**config.mk**
```make
export PLATFORM = sky130hd
export DESIGN_NAME = dual_pi_motor_speed_control_top_flat
export DESIGN_NICKNAME = d
export VERILOG_FILES = /design/src/dpmsc_pkg.sv /design/src/dpmsc_if.sv /design/src/dpmsc_sched.sv /design/src/dpmsc_lane.sv /design/src/dual_pi_motor_speed_control_top.sv /design/src/flat_wrapper.sv
export SDC_FILE = /design/constraint.sdc
export NUM_CORES = 2
export LEC_CHECK = 0
export BUFFER_PORTS_ARGS = -buffer_cell sky130_fd_sc_hd__buf_2
export CORE_MARGIN = 5
export CORE_UTILIZATION = 40
export DETAILED_ROUTE_END_ITERATION = 10
export PLACE_DENSITY = 0.54
export SKIP_CTS_REPAIR_TIMING = 1
export SLEW_MARGIN = 20
export SYNTH_ARGS = -nofsm -noshare
export SYNTH_HDL_FRONTEND = slang
export SYNTH_HIERARCHICAL = 1
export SYNTH_SLANG_ARGS = --single-unit
```
**constraint.sdc**
```tcl
create_clock -name clock -period 10.9 [get_ports clock]
set_clock_uncertainty 0.1 [all_clocks]
set_input_delay 0.545 -clock clock [delete_from_list [all_inputs] [get_ports clock]]
set_output_delay 0.545 -clock clock [all_outputs]
set_load 0.02 [all_outputs]
```
**src/dpmsc_pkg.sv**
```systemverilog
// shared types and constants of the dual wheel pi speed controller
`timescale 1ns / 1ps

package dpmsc_pkg;

   localparam int MODE_W     = 3;
   localparam int PHASE_W    = 2;
   localparam int AVG_W      = 8;
   localparam int TARGET_W   = 11;
   localparam int MEAS_W     = 12;
   localparam int DUTY_W     = 16;
   localparam int LIMIT_W    = 16;
   localparam int PGAIN_W    = 12;
   localparam int IGAIN_W    = 2;
   localparam int INTEG_W    = 11;
   localparam int ERR_W      = 13;
   localparam int SUM_W      = 14;
   localparam int PPROD_W    = 25;
   localparam int IPROD_W    = 13;
   localparam int DRIVE_W    = 26;
   localparam int CSR_IDX_W  = 1;
   localparam int CSR_DATA_W = 16;

   localparam logic [MODE_W-1:0] MODE_SEARCH   = 3'd0;
   localparam logic [MODE_W-1:0] MODE_AVOID    = 3'd1;
   localparam logic [MODE_W-1:0] MODE_APPROACH = 3'd2;
   localparam logic [MODE_W-1:0] MODE_NEAR     = 3'd3;

   localparam logic [PHASE_W-1:0] PHASE_ACCEL   = 2'd0;
   localparam logic [PHASE_W-1:0] PHASE_REACCEL = 2'd1;
   localparam logic [PHASE_W-1:0] PHASE_DECEL   = 2'd2;

   localparam logic [CSR_IDX_W-1:0] REG_FORWARD_LIMIT = 1'd0;
   localparam logic [CSR_IDX_W-1:0] REG_REVERSE_LIMIT = 1'd1;

   localparam logic [LIMIT_W-1:0] LIMIT_RESET = 16'd10000;

   localparam logic [PGAIN_W-1:0] PGAIN_RESET = 12'd400;
   localparam logic [PGAIN_W-1:0] PGAIN_BASE  = 12'd800;
   localparam logic [PGAIN_W-1:0] PGAIN_DECEL = 12'd1000;
   localparam logic [PGAIN_W-1:0] PGAIN_FAST  = 12'd2500;

   localparam logic [IGAIN_W-1:0] IGAIN_OFF  = 2'd0;
   localparam logic [IGAIN_W-1:0] IGAIN_ONE  = 2'd1;
   localparam logic [IGAIN_W-1:0] IGAIN_SLOW = 2'd3;

   localparam logic [AVG_W-1:0] SPEED_THRESHOLD = 8'd11;

   localparam logic signed [INTEG_W-1:0] INTEG_PRESET = 11'sd800;
   localparam logic signed [SUM_W-1:0]   INTEG_HIGH   = 14'sd800;
   localparam logic signed [SUM_W-1:0]   INTEG_LOW    = -14'sd400;

   typedef struct packed {
      logic [PGAIN_W-1:0] prop_gain;
      logic [IGAIN_W-1:0] integ_gain;
      logic               preset;
   } gains_type;

   typedef struct packed {
      logic load_s1;
      logic load_s2;
      logic load_s3;
   } pipe_ctrl_type;

endpackage

```
**src/dpmsc_if.sv**
```systemverilog
// handshake channels of the dual wheel pi speed controller
`timescale 1ns / 1ps

interface dpmsc_req_if;
   logic                                  valid;
   logic                                  ready;
   logic [dpmsc_pkg::MODE_W-1:0]          mode;
   logic [dpmsc_pkg::PHASE_W-1:0]         speed_phase;
   logic [dpmsc_pkg::AVG_W-1:0]           average_speed;
   logic [dpmsc_pkg::TARGET_W-1:0]        left_target;
   logic [dpmsc_pkg::TARGET_W-1:0]        right_target;
   logic signed [dpmsc_pkg::MEAS_W-1:0]   left_measured;
   logic signed [dpmsc_pkg::MEAS_W-1:0]   right_measured;

   modport source (output valid, mode, speed_phase, average_speed, left_target,
                   right_target, left_measured, right_measured, input ready);
   modport sink (input valid, mode, speed_phase, average_speed, left_target,
                 right_target, left_measured, right_measured, output ready);
endinterface

interface dpmsc_rsp_if;
   logic                          valid;
   logic                          ready;
   logic [dpmsc_pkg::DUTY_W-1:0]  left_forward_duty;
   logic [dpmsc_pkg::DUTY_W-1:0]  left_reverse_duty;
   logic [dpmsc_pkg::DUTY_W-1:0]  right_forward_duty;
   logic [dpmsc_pkg::DUTY_W-1:0]  right_reverse_duty;

   modport source (output valid, left_forward_duty, left_reverse_duty,
                   right_forward_duty, right_reverse_duty, input ready);
   modport sink (input valid, left_forward_duty, left_reverse_duty,
                 right_forward_duty, right_reverse_duty, output ready);
endinterface

interface dpmsc_csr_if;
   logic                              valid;
   logic                              ready;
   logic [dpmsc_pkg::CSR_IDX_W-1:0]   index;
   logic [dpmsc_pkg::CSR_DATA_W-1:0]  data;

   modport source (output valid, index, data, input ready);
   modport sink (input valid, index, data, output ready);
endinterface

```
**src/dpmsc_sched.sv**
```systemverilog
// gain scheduler: mode change detection and shared gain registers
`timescale 1ns / 1ps

module dpmsc_sched (
   input  logic                             clock,
   input  logic                             reset,
   input  logic                             accept,
   input  logic [dpmsc_pkg::MODE_W-1:0]     mode,
   input  logic [dpmsc_pkg::PHASE_W-1:0]    speed_phase,
   input  logic [dpmsc_pkg::AVG_W-1:0]      average_speed,
   output dpmsc_pkg::gains_type             gains
);

   logic [dpmsc_pkg::MODE_W-1:0]  last_mode_ff;
   logic [dpmsc_pkg::PGAIN_W-1:0] prop_gain_ff;
   logic [dpmsc_pkg::PGAIN_W-1:0] prop_gain_in;
   logic [dpmsc_pkg::IGAIN_W-1:0] integ_gain_ff;
   logic [dpmsc_pkg::IGAIN_W-1:0] integ_gain_in;
   logic                          preset;

   always_comb begin
      prop_gain_in  = prop_gain_ff;
      integ_gain_in = integ_gain_ff;
      preset        = 1'b0;
      if (mode != last_mode_ff) begin
         case (mode)
            dpmsc_pkg::MODE_SEARCH: begin
               prop_gain_in  = dpmsc_pkg::PGAIN_BASE;
               integ_gain_in = dpmsc_pkg::IGAIN_OFF;
            end
            dpmsc_pkg::MODE_AVOID: begin
               prop_gain_in = dpmsc_pkg::PGAIN_BASE;
            end
            dpmsc_pkg::MODE_APPROACH: begin
               case (speed_phase)
                  dpmsc_pkg::PHASE_ACCEL: begin
                     prop_gain_in = dpmsc_pkg::PGAIN_BASE;
                  end
                  dpmsc_pkg::PHASE_REACCEL: begin
                     prop_gain_in  = dpmsc_pkg::PGAIN_BASE;
                     integ_gain_in = dpmsc_pkg::IGAIN_ONE;
                     preset        = 1'b1;
                  end
                  dpmsc_pkg::PHASE_DECEL: begin
                     prop_gain_in  = dpmsc_pkg::PGAIN_DECEL;
                     integ_gain_in = dpmsc_pkg::IGAIN_OFF;
                  end
                  default: begin
                  end
               endcase
            end
            dpmsc_pkg::MODE_NEAR: begin
               if (average_speed > dpmsc_pkg::SPEED_THRESHOLD) begin
                  prop_gain_in  = dpmsc_pkg::PGAIN_FAST;
                  integ_gain_in = dpmsc_pkg::IGAIN_OFF;
               end else begin
                  prop_gain_in  = dpmsc_pkg::PGAIN_BASE;
                  integ_gain_in = dpmsc_pkg::IGAIN_SLOW;
                  preset        = 1'b1;
               end
            end
            default: begin
            end
         endcase
      end
   end

   always_ff @(posedge clock) begin
      if (reset) begin
         last_mode_ff  <= dpmsc_pkg::MODE_SEARCH;
         prop_gain_ff  <= dpmsc_pkg::PGAIN_RESET;
         integ_gain_ff <= dpmsc_pkg::IGAIN_ONE;
      end else if (accept) begin
         last_mode_ff  <= mode;
         prop_gain_ff  <= prop_gain_in;
         integ_gain_ff <= integ_gain_in;
      end
   end

   assign gains.prop_gain  = prop_gain_in;
   assign gains.integ_gain = integ_gain_in;
   assign gains.preset     = preset;

endmodule

```
**src/dpmsc_lane.sv**
```systemverilog
// one wheel lane: integrator, gain products, saturation and duty split
`timescale 1ns / 1ps

module dpmsc_lane (
   input  logic                                clock,
   input  logic                                reset,
   input  dpmsc_pkg::pipe_ctrl_type            ctrl,
   input  dpmsc_pkg::gains_type                gains,
   input  logic [dpmsc_pkg::TARGET_W-1:0]      target,
   input  logic signed [dpmsc_pkg::MEAS_W-1:0] measured,
   input  logic [dpmsc_pkg::LIMIT_W-1:0]       forward_limit,
   input  logic [dpmsc_pkg::LIMIT_W-1:0]       reverse_limit,
   output logic [dpmsc_pkg::DUTY_W-1:0]        forward_duty,
   output logic [dpmsc_pkg::DUTY_W-1:0]        reverse_duty
);

   logic signed [dpmsc_pkg::INTEG_W-1:0] integral_ff;
   logic signed [dpmsc_pkg::INTEG_W-1:0] integ_base;
   logic signed [dpmsc_pkg::ERR_W-1:0]   err;
   logic signed [dpmsc_pkg::SUM_W-1:0]   sum;
   logic signed [dpmsc_pkg::INTEG_W-1:0] integral_in;

   logic signed [dpmsc_pkg::ERR_W-1:0]   err_ff;
   logic signed [dpmsc_pkg::INTEG_W-1:0] integ_s1_ff;
   logic [dpmsc_pkg::PGAIN_W-1:0]        prop_gain_ff;
   logic [dpmsc_pkg::IGAIN_W-1:0]        integ_gain_ff;

   logic signed [dpmsc_pkg::DRIVE_W-1:0] prop_full;
   logic signed [dpmsc_pkg::SUM_W-1:0]   integ_full;
   logic signed [dpmsc_pkg::PPROD_W-1:0] prop_ff;
   logic signed [dpmsc_pkg::IPROD_W-1:0] integ_prod_ff;

   logic signed [dpmsc_pkg::DRIVE_W-1:0] drive;
   logic signed [dpmsc_pkg::DRIVE_W-1:0] fwd_lim;
   logic signed [dpmsc_pkg::DRIVE_W-1:0] rev_lim;
   logic signed [dpmsc_pkg::DRIVE_W-1:0] sat;
   logic signed [dpmsc_pkg::DRIVE_W-1:0] sat_neg;
   logic [dpmsc_pkg::DUTY_W-1:0]         forward_duty_ff;
   logic [dpmsc_pkg::DUTY_W-1:0]         reverse_duty_ff;
   logic [dpmsc_pkg::DUTY_W-1:0]         forward_duty_in;
   logic [dpmsc_pkg::DUTY_W-1:0]         reverse_duty_in;

   // error and clamped integrator
   always_comb begin
      integ_base = gains.preset ? dpmsc_pkg::INTEG_PRESET : integral_ff;
      err = $signed({2'b00, target}) - $signed({measured[dpmsc_pkg::MEAS_W-1], measured});
      sum = $signed({{3{integ_base[dpmsc_pkg::INTEG_W-1]}}, integ_base})
            + $signed({err[dpmsc_pkg::ERR_W-1], err});
      if (sum >= dpmsc_pkg::INTEG_HIGH) begin
         integral_in = dpmsc_pkg::INTEG_HIGH[dpmsc_pkg::INTEG_W-1:0];
      end else if (sum <= dpmsc_pkg::INTEG_LOW) begin
         integral_in = dpmsc_pkg::INTEG_LOW[dpmsc_pkg::INTEG_W-1:0];
      end else begin
         integral_in = sum[dpmsc_pkg::INTEG_W-1:0];
      end
   end

   always_ff @(posedge clock) begin
      if (reset) begin
         integral_ff <= dpmsc_pkg::INTEG_PRESET;
      end else if (ctrl.load_s1) begin
         integral_ff <= integral_in;
      end
   end

   always_ff @(posedge clock) begin
      if (ctrl.load_s1) begin
         err_ff        <= err;
         integ_s1_ff   <= integral_in;
         prop_gain_ff  <= gains.prop_gain;
         integ_gain_ff <= gains.integ_gain;
      end
   end

   // gain products
   always_comb begin
      prop_full  = $signed({{14{1'b0}}, prop_gain_ff})
                   * $signed({{13{err_ff[dpmsc_pkg::ERR_W-1]}}, err_ff});
      integ_full = $signed({{12{1'b0}}, integ_gain_ff})
                   * $signed({{3{integ_s1_ff[dpmsc_pkg::INTEG_W-1]}}, integ_s1_ff});
   end

   always_ff @(posedge clock) begin
      if (ctrl.load_s2) begin
         prop_ff       <= prop_full[dpmsc_pkg::PPROD_W-1:0];
         integ_prod_ff <= integ_full[dpmsc_pkg::IPROD_W-1:0];
      end
   end

   // saturate and split to h-bridge duties
   always_comb begin
      drive = $signed({prop_ff[dpmsc_pkg::PPROD_W-1], prop_ff})
              + $signed({{13{integ_prod_ff[dpmsc_pkg::IPROD_W-1]}}, integ_prod_ff});
      fwd_lim = $signed({10'd0, forward_limit});
      rev_lim = -$signed({10'd0, reverse_limit});
      sat = drive;
      if (sat >= fwd_lim) begin
         sat = fwd_lim;
      end
      if (sat < rev_lim) begin
         sat = rev_lim;
      end
      sat_neg = -sat;
      if (sat > 0) begin
         forward_duty_in = sat[dpmsc_pkg::DUTY_W-1:0];
         reverse_duty_in = '0;
      end else begin
         forward_duty_in = '0;
         reverse_duty_in = sat_neg[dpmsc_pkg::DUTY_W-1:0];
      end
   end

   always_ff @(posedge clock) begin
      if (ctrl.load_s3) begin
         forward_duty_ff <= forward_duty_in;
         reverse_duty_ff <= reverse_duty_in;
      end
   end

   assign forward_duty = forward_duty_ff;
   assign reverse_duty = reverse_duty_ff;

endmodule

```
**src/dual_pi_motor_speed_control_top.sv**
```systemverilog
// top level of the dual wheel pi speed controller
`timescale 1ns / 1ps

// Dual wheel PI speed controller. One transaction on req_bus is one control
// tick; it yields one transaction on rsp_bus with forward and reverse duties
// for both wheels. Two wheel lanes run side by side behind a shared gain
// scheduler and a three stage pipeline (integrator, gain multiply, saturate
// and split); each tick passes through the integrator, product and duty
// registers in turn. A new tick is taken every cycle unless rsp_bus stalls;
// the integrator update of the first stage sets that rate. The result stage
// doubles as the output register; each stage advances when the next is free.
// csr_bus writes forward_limit (index 0) and reverse_limit (index 1) and is
// always ready; write it only while no tick is in flight.

module dual_pi_motor_speed_control_top (
   input  logic               clock,
   input  logic               reset,
   dpmsc_req_if.sink          req_bus,
   dpmsc_rsp_if.source        rsp_bus,
   dpmsc_csr_if.sink          csr_bus
);

   logic                               valid_s1_ff;
   logic                               valid_s2_ff;
   logic                               valid_s3_ff;
   logic                               adv_s1;
   logic                               adv_s2;
   logic                               adv_s3;
   logic                               accept;
   logic [dpmsc_pkg::LIMIT_W-1:0]      forward_limit_ff;
   logic [dpmsc_pkg::LIMIT_W-1:0]      reverse_limit_ff;
   dpmsc_pkg::pipe_ctrl_type           ctrl;
   dpmsc_pkg::gains_type               gains;

   assign adv_s3 = !valid_s3_ff || rsp_bus.ready;
   assign adv_s2 = !valid_s2_ff || adv_s3;
   assign adv_s1 = !valid_s1_ff || adv_s2;
   assign accept = req_bus.valid && adv_s1;

   assign req_bus.ready = adv_s1;
   assign ctrl.load_s1  = accept;
   assign ctrl.load_s2  = valid_s1_ff && adv_s2;
   assign ctrl.load_s3  = valid_s2_ff && adv_s3;

   always_ff @(posedge clock) begin
      if (reset) begin
         valid_s1_ff <= 1'b0;
         valid_s2_ff <= 1'b0;
         valid_s3_ff <= 1'b0;
      end else begin
         if (adv_s1) begin
            valid_s1_ff <= req_bus.valid;
         end
         if (adv_s2) begin
            valid_s2_ff <= valid_s1_ff;
         end
         if (adv_s3) begin
            valid_s3_ff <= valid_s2_ff;
         end
      end
   end

   // limit registers
   assign csr_bus.ready = 1'b1;

   always_ff @(posedge clock) begin
      if (reset) begin
         forward_limit_ff <= dpmsc_pkg::LIMIT_RESET;
         reverse_limit_ff <= dpmsc_pkg::LIMIT_RESET;
      end else if (csr_bus.valid) begin
         unique case (csr_bus.index)
            dpmsc_pkg::REG_FORWARD_LIMIT: forward_limit_ff <= csr_bus.data;
            dpmsc_pkg::REG_REVERSE_LIMIT: reverse_limit_ff <= csr_bus.data;
            default: begin
            end
         endcase
      end
   end

   dpmsc_sched u_sched (
      .clock         (clock),
      .reset         (reset),
      .accept        (accept),
      .mode          (req_bus.mode),
      .speed_phase   (req_bus.speed_phase),
      .average_speed (req_bus.average_speed),
      .gains         (gains)
   );

   dpmsc_lane u_lane_left (
      .clock         (clock),
      .reset         (reset),
      .ctrl          (ctrl),
      .gains         (gains),
      .target        (req_bus.left_target),
      .measured      (req_bus.left_measured),
      .forward_limit (forward_limit_ff),
      .reverse_limit (reverse_limit_ff),
      .forward_duty  (rsp_bus.left_forward_duty),
      .reverse_duty  (rsp_bus.left_reverse_duty)
   );

   dpmsc_lane u_lane_right (
      .clock         (clock),
      .reset         (reset),
      .ctrl          (ctrl),
      .gains         (gains),
      .target        (req_bus.right_target),
      .measured      (req_bus.right_measured),
      .forward_limit (forward_limit_ff),
      .reverse_limit (reverse_limit_ff),
      .forward_duty  (rsp_bus.right_forward_duty),
      .reverse_duty  (rsp_bus.right_reverse_duty)
   );

   assign rsp_bus.valid = valid_s3_ff;

endmodule
```
**src/flat_wrapper.sv**
```systemverilog
// flat-port wrapper written by rule: the top's interface ports become plain ports
module dual_pi_motor_speed_control_top_flat 
  (clock, reset, req_bus_valid, req_bus_mode, req_bus_speed_phase, req_bus_average_speed, req_bus_left_target, req_bus_right_target, req_bus_left_measured, req_bus_right_measured, req_bus_ready, rsp_bus_valid, rsp_bus_left_forward_duty, rsp_bus_left_reverse_duty, rsp_bus_right_forward_duty, rsp_bus_right_reverse_duty, rsp_bus_ready, csr_bus_valid, csr_bus_index, csr_bus_data, csr_bus_ready);
  dpmsc_req_if req_bus_i ();
  dpmsc_rsp_if rsp_bus_i ();
  dpmsc_csr_if csr_bus_i ();
  input  logic clock;
  input  logic reset;
  input wire logic [$bits(req_bus_i.valid)-1:0] req_bus_valid;
  input wire logic [$bits(req_bus_i.mode)-1:0] req_bus_mode;
  input wire logic [$bits(req_bus_i.speed_phase)-1:0] req_bus_speed_phase;
  input wire logic [$bits(req_bus_i.average_speed)-1:0] req_bus_average_speed;
  input wire logic [$bits(req_bus_i.left_target)-1:0] req_bus_left_target;
  input wire logic [$bits(req_bus_i.right_target)-1:0] req_bus_right_target;
  input wire logic [$bits(req_bus_i.left_measured)-1:0] req_bus_left_measured;
  input wire logic [$bits(req_bus_i.right_measured)-1:0] req_bus_right_measured;
  output wire logic [$bits(req_bus_i.ready)-1:0] req_bus_ready;
  output wire logic [$bits(rsp_bus_i.valid)-1:0] rsp_bus_valid;
  output wire logic [$bits(rsp_bus_i.left_forward_duty)-1:0] rsp_bus_left_forward_duty;
  output wire logic [$bits(rsp_bus_i.left_reverse_duty)-1:0] rsp_bus_left_reverse_duty;
  output wire logic [$bits(rsp_bus_i.right_forward_duty)-1:0] rsp_bus_right_forward_duty;
  output wire logic [$bits(rsp_bus_i.right_reverse_duty)-1:0] rsp_bus_right_reverse_duty;
  input wire logic [$bits(rsp_bus_i.ready)-1:0] rsp_bus_ready;
  input wire logic [$bits(csr_bus_i.valid)-1:0] csr_bus_valid;
  input wire logic [$bits(csr_bus_i.index)-1:0] csr_bus_index;
  input wire logic [$bits(csr_bus_i.data)-1:0] csr_bus_data;
  output wire logic [$bits(csr_bus_i.ready)-1:0] csr_bus_ready;
  assign req_bus_i.valid = req_bus_valid;
  assign req_bus_i.mode = req_bus_mode;
  assign req_bus_i.speed_phase = req_bus_speed_phase;
  assign req_bus_i.average_speed = req_bus_average_speed;
  assign req_bus_i.left_target = req_bus_left_target;
  assign req_bus_i.right_target = req_bus_right_target;
  assign req_bus_i.left_measured = req_bus_left_measured;
  assign req_bus_i.right_measured = req_bus_right_measured;
  assign req_bus_ready = req_bus_i.ready;
  assign rsp_bus_valid = rsp_bus_i.valid;
  assign rsp_bus_left_forward_duty = rsp_bus_i.left_forward_duty;
  assign rsp_bus_left_reverse_duty = rsp_bus_i.left_reverse_duty;
  assign rsp_bus_right_forward_duty = rsp_bus_i.right_forward_duty;
  assign rsp_bus_right_reverse_duty = rsp_bus_i.right_reverse_duty;
  assign rsp_bus_i.ready = rsp_bus_ready;
  assign csr_bus_i.valid = csr_bus_valid;
  assign csr_bus_i.index = csr_bus_index;
  assign csr_bus_i.data = csr_bus_data;
  assign csr_bus_ready = csr_bus_i.ready;
  dual_pi_motor_speed_control_top u_core (.clock(clock), .reset(reset), .req_bus(req_bus_i), .rsp_bus(rsp_bus_i), .csr_bus(csr_bus_i));
endmodule
```
# ---- Word level (Yosys, flattened, before mapping)
# Index checks and enable logic that the tools add are counted.
dict set report word_totals {
  register_bits 276
  word_cells 92
  in_bits 81
}
dict set report classes {
  muxes 22
  n_mul 4
  n_eq_ne 6
  order_cmp 11
  n_reduce_logical 15
  n_bitwise 1
  n_addsub 9
}
# operator count
set op_table {}
lappend op_table {{$mux 26} 4}
lappend op_table {{$mux 11} 6}
lappend op_table {{$add 25x13->26} 2}
lappend op_table {{$ge 26x17->1} 2}
lappend op_table {{$gt 26x1->1 const B} 2}
lappend op_table {{$lt 26x26->1} 2}
lappend op_table {{$mul 13x13->25} 2}
lappend op_table {{$pmux 12 s3} 1}
lappend op_table {{$neg 16->16} 2}
lappend op_table {{$add 11x13->14} 2}
lappend op_table {{$ge 14x11->1 const B} 2}
lappend op_table {{$le 14x10->1 const B} 2}
lappend op_table {{$mul 3x11->13} 2}
lappend op_table {{$neg 16->26} 1}
lappend op_table {{$sub 12x12->13} 2}
lappend op_table {{$mux 12} 2}
lappend op_table {{$pmux 12 s2} 1}
lappend op_table {{$gt 8x4->1 const B} 1}
lappend op_table {{$eq 3x2->1 const B} 2}
lappend op_table {{$pmux 2 s3} 1}
lappend op_table {{$mux 2} 2}
lappend op_table {{$pmux 2 s2} 1}
lappend op_table {{$reduce_and 2->1} 2}
lappend op_table {{$reduce_or 2->1} 2}
lappend op_table {{12 further kinds} 20}

# ---- Depth between registers and ports, before layout
dict set report logic_depth {
  word_depth 9
  ltp_mapped 42
}

# ---- Cells and area by module
# Netlist, hierarchy kept.
# mod area_each_um2 instances cells_each seq_area_each_um2
set by_module_without_submodules {}
lappend by_module_without_submodules {{dpmsc_lane (u_core.u_lane_right)} 14916.8 1 1619 3463.3}
lappend by_module_without_submodules {{dpmsc_lane (u_core.u_lane_left)} 14826.7 1 1615 3463.3}
lappend by_module_without_submodules {dual_pi_motor_speed_control_top 1306.3 1 158 700.7}
lappend by_module_without_submodules {dpmsc_sched 1149.9 1 128 340.3}

# ---- Least setup slack after synthesis
# OpenSTA, ideal clock, no wires.
dict set report synth_path {
  kind {register to register}
  from {reg u_core/u_lane_left/prop_ff[4] (netlist bit)}
  to {reg u_core.u_lane_left.forward_duty_ff, in the netlist u_core/u_lane_left/forward_duty[12], data pin}
  period_less_slack_ns 8.166
  t_arrival_ns 7.806
  slack_ns 2.734
  n_path_buf 7
  path_stages_with_launch 42
  required_ns 10.540
  cell_sequence {edfxtp_1 > ha_1 > a2111oi_4 > o21ai_2 > a21oi_1 > o21bai_1 > a21oi_1 > xnor2_1 > ha_1 > a21oi_1 > nor2b_1 > o21ai_0 > a32oi_1 > nand2b_1 > nor3_2 > nor2_1 > buf_2 > buf_2 > [... 6 more ...] > a21o_1 > a21oi_1 > o221ai_1 > a32o_1 > a31oi_1 > o21ai_0 > a211o_1 > buf_6 > buf_2 > clkbuf_1 > a21oi_1 > ha_1 > clkbuf_1 > nand4_1 > nor4_2 > a311o_2 > buf_4 > nor2_1}
}
dict set report synth_between {
  elab_chain_cells 6
}
# item line
set synth_lines {}
lappend synth_lines {{start: declaration} dpmsc_lane.sv:30} ;# logic signed [dpmsc_pkg::PPROD_W-1:0] prop_ff;
lappend synth_lines {{start signal: assignment} dpmsc_lane.sv:85} ;# prop_ff <= prop_full[dpmsc_pkg::PPROD_W-1:0];
lappend synth_lines {{$add 25x13->26 *} dpmsc_lane.sv:93} ;# + $signed({{13{integ_prod_ff[dpmsc_pkg::IPROD_W-1]}}, integ_prod_ff});
lappend synth_lines {{$ge 26x17->1} dpmsc_lane.sv:97} ;# if (sat >= fwd_lim) begin
lappend synth_lines {{$mux 26 *} dpmsc_lane.sv:97}
lappend synth_lines {{$lt 26x26->1} dpmsc_lane.sv:100} ;# if (sat < rev_lim) begin
lappend synth_lines {{$mux 26 *} dpmsc_lane.sv:100}
lappend synth_lines {{$gt 26x1->1} dpmsc_lane.sv:104} ;# if (sat > 0) begin
lappend synth_lines {{end signal: assignment} dpmsc_lane.sv:115} ;# forward_duty_ff <= forward_duty_in;
lappend synth_lines {{end: declaration} dpmsc_lane.sv:38} ;# logic [dpmsc_pkg::DUTY_W-1:0] forward_duty_ff;
# Every way passes the cells marked *; elsewhere a longest branch is shown, timed or not.
# A chain may end at the register's enable or synchronous reset.

# ---- Final worst setup path
dict set report layout_path {
  from {reg u_core/u_lane_left/prop_ff[4] (netlist bit)}
  to {reg u_core.u_lane_left.reverse_duty_ff, in the netlist u_core/u_lane_left/reverse_duty[8], data pin}
}
dict set report layout_between {
  elab_chain_cells 6
}
# item line
set layout_lines {}
lappend layout_lines {{$add 25x13->26 *} dpmsc_lane.sv:93}
lappend layout_lines {{$ge 26x17->1} dpmsc_lane.sv:97}
lappend layout_lines {{$mux 26 *} dpmsc_lane.sv:97}
lappend layout_lines {{$lt 26x26->1} dpmsc_lane.sv:100}
lappend layout_lines {{$mux 26 *} dpmsc_lane.sv:100}
lappend layout_lines {{$gt 26x1->1 / $neg 16->16 (equally long branches)} {dpmsc_lane.sv:104, dpmsc_lane.sv:103}}
lappend layout_lines {{end signal: assignment} dpmsc_lane.sv:116} ;# reverse_duty_ff <= reverse_duty_in;
lappend layout_lines {{end: declaration} dpmsc_lane.sv:39} ;# logic [dpmsc_pkg::DUTY_W-1:0] reverse_duty_ff;
# Marked as above.

==> key figures <==
Run status
  – Status: complete, no violations

Routing
  – Remaining routing DRC violations: 0
  – Via-per-instance ratio: 5.13
  – DRT iter0 DRCs: 1203
  – Vias post-DR: 24100
  – DR WL/cell: 16.7 µm
  – Antenna Nets Post-Route: 0
  – Router iterations before antenna repair: 5
  – Post-Route WL: 78300 µm

Floorplan
  – I/O pins: 148
  – Die extent in x: 294 µm
  – Overall die height: 294 µm
  – Cell Rows: 104
  – CORE AREA: 80200 µm²
  – Die ar.: 86300 µm²
  – Initial Util: 0.402

Synth
  – Largest area contributor in the netlist: edfxtp_1
  – #FFs+latches synth: 290
  – Number of flops mapped to enable cells by yosys: 216
  – Commonest cells in the netlist: inv_1, ha_1, nand2_1
  – Count leader, synth: inv_1
  – Post-synthesis sequential area ratio: 0.247
  – Avg Cell Area, Syn: 9.15 µm²
  – Ys async rst share: 0
  – Net Count, Synth: 4238
  – Post-synth top flop: edfxtp_1
  – Synth warn: 6
  – Area fraction of the dominant cell type after synthesis: 0.201
  – Syn Inst Count: 3520
  – Mapped Area: 32200 µm²
  – Synth cell types: 105
  – Largest cells by area after synthesis: edfxtp_1, ha_1, fa_1

Job
  – Total of max-cap violations: 0

Clock tree
  – Clk pin slew, worst setup/hold paths: 60 ps
  – CTS HTree Levels: 2
  – Clock tree root driver cell: clkbuf_16
  – Max clock buf depth: 3
  – TritonCTS Buffers: 36
  – Clock Latency Late Sink: 570 ps
  – CTS tree: done
  – CTS sink cnt: 290

Global route
  – GR Util All Layers: 0.180
  – Vias in the first global route: 23700
  – Antenna violations before repair: 0
  – Total global routing overflow: 0
  – First-pass GRT wire length: 128000 µm
  – Largest net degree at the start of global routing: 77

Place
  – Routability cong.: 0.888
  – Placed insts: 4633
  – Setup WS pre-CTS: 1700 ps
  – IO buf count: 144
  – Dpl hpwl: 62800 µm

STA
  – RSZ-0062 raised after global routing: false
  – Setup_tns: 0 ps
  – Final slew viol count: 0
  – Peak Freq: 0.108 GHz
  – Final period utilization: 0.846
  – Final Worst Setup Slack: 1680 ps
  – Final hold viol count: 0
  – Final setup viols: 0
  – Fin crit period: 9220 ps
  – Worst Tran Pin Value: 1060 ps
  – Rel. slew slack: 0.292

Power and ir drop
  – PD cells: 337 nW/µm²
  – Total power: 11.8 mW
  – Worst vdd ir: 0.302 mV
  – Leak pwr: 16.2 nW

Setup path
  – Worst path most repeated cell: a21oi_1
  – Worst Path Required: 11170 ps
  – End of the critical path: u_core/u_lane_left/reverse_duty[8]
  – CP max FO: 20
  – Critical path arrival: 9490 ps
  – R2r startpoint: u_core/u_lane_left/prop_ff[4]
  – WS Path Type: register to register
  – R2r endpoint: u_core/u_lane_left/reverse_duty[8]
  – Crit. End Element: register
  – R2R cell count: 38
  – CP max stage cell: ha_1
  – Worst setup path start: u_core/u_lane_left/prop_ff[4]
  – Reg2Reg Setup Slack: 1680 ps
  – Max incr delay on CP: 450 ps
  – Crit path launch type: register

Layout
  – ANT cells: 0
  – Share of cells above drive strength 1: 0.0844
  – Synthesis-to-layout area growth: 9.08%
  – Nets@finish: 4329
  – Non-filler instance count after layout: 4699

Worst hold path
  – Worst min path class: input port to register
[kinds of logic (layout without fill, tap and decap cells)]
kind of cell | count (synthesis) | count (layout) | share of synthesized area
simple gates | 1099 | 1099 | 0.171
compound gates | 667 | 667 | 0.140
fa+ha+maj | 637 | 637 | 0.301
buf+inv | 585 | 704 | 0.0719
flops | 290 | 290 | 0.247
xor+xnor | 189 | 189 | 0.0514
mux | 52 | 52 | 0.0169
other cells | 1 | 1 | 0.000116
[critical path, delay by kind of cell (launching register included)]
kind | cells | cell delay (ps)
buffers and inverters | 3 | 770
AOI/OAI and AO/OA | 22 | 4380
adders and majority gates | 4 | 1440
DFF | 1 | 360
xor gates and xnor gates | 1 | 230
and+or+nand+nor | 8 | 1740
[state kept, by name, summed over array words and instances, names as in the netlist, 16 cells and up]
name / flops
u_core/u_lane_left/prop_ff: 25
u_core/u_lane_right/prop_ff: 25
u_core/u_lane_left/forward_duty: 16
u_core/reverse_limit_ff: 16
u_core/u_lane_left/reverse_duty: 16
u_core/forward_limit_ff: 16
u_core/u_lane_right/reverse_duty: 16
u_core/u_lane_right/forward_duty: 16
[stage by stage]
stage | hold slack, ps | instance area (µm²) | utilization
6_report | 121 | 35100 | 0.438
5_1_grt | 113 | 35100 | 0.438
4_1_cts | 74.2 | 35100 | 0.438
3_5_place_dp | 321 | 33900 | 0.423
3_3_place_gp | 313 | 33900 | 0.423
2_1_floorplan | 301 | 32200 | -
[placed cells by master (no fill, tap or decap), types with 36 or more instances in the layout]
master,n
nand2_1,326
inv_1,465
o21bai_1,43
ha_1,409
nor2_1,198
and2_1,214
a21oi_1,209
nor3_1,77
o21ai_0,99
buf_2,144
nand2b_1,40
xnor2_1,123
nand3_1,53
dfxtp_1,74
fa_1,228
xor2_1,66
a21o_1,65
clkbuf_16,36
edfxtp_1,216
nor2b_1,38
[layer usage]
layer  part of all wire  global-route usage  up-vias
met2               0.44               0.287      455
met5                  0                   0        -
met4              0.022              0.0411        0
li1                   -                   -    12200
met3              0.045              0.0284       92
met1               0.49               0.260    11400
[final cells by class]
type                       count  area (µm²)
inverter                     467        1750
clock buffer                  40         926
fill                        7983       45000
timing repair buffer         171         923
multi-input combinational   2645       22000
tap                         1060        1330
clock inverter                26         268
sequential                   290        7970
[how the worst min path moves through the flow]
stage | start | endpoint | slack [ps] | cells past startpoint
after global routing | csr_bus_data[5] | u_core/reverse_limit_ff[5] | 110 | 3
final | csr_bus_data[13] | u_core/reverse_limit_ff[13] | 120 | 3
after global placement | u_core/u_sched/prop_gain_ff[8] | u_core/u_sched/prop_gain_ff[8] | 310 | 1
after floorplan | u_core/u_sched/prop_gain_ff[8] | u_core/u_sched/prop_gain_ff[8] | 300 | 1
after detailed placement | u_core/u_sched/prop_gain_ff[8] | u_core/u_sched/prop_gain_ff[8] | 320 | 1
after CTS | csr_bus_data[13] | u_core/reverse_limit_ff[13] | 70 | 3
[where the power goes]
part	switching (mW)	internal, mW	total [mW]
clock network	0.497	0.713	1.21
registers	0.168	1.79	1.95
logic	4.90	3.77	8.66
total	5.56	6.26	11.8
(Power assumes the default switching activity.)
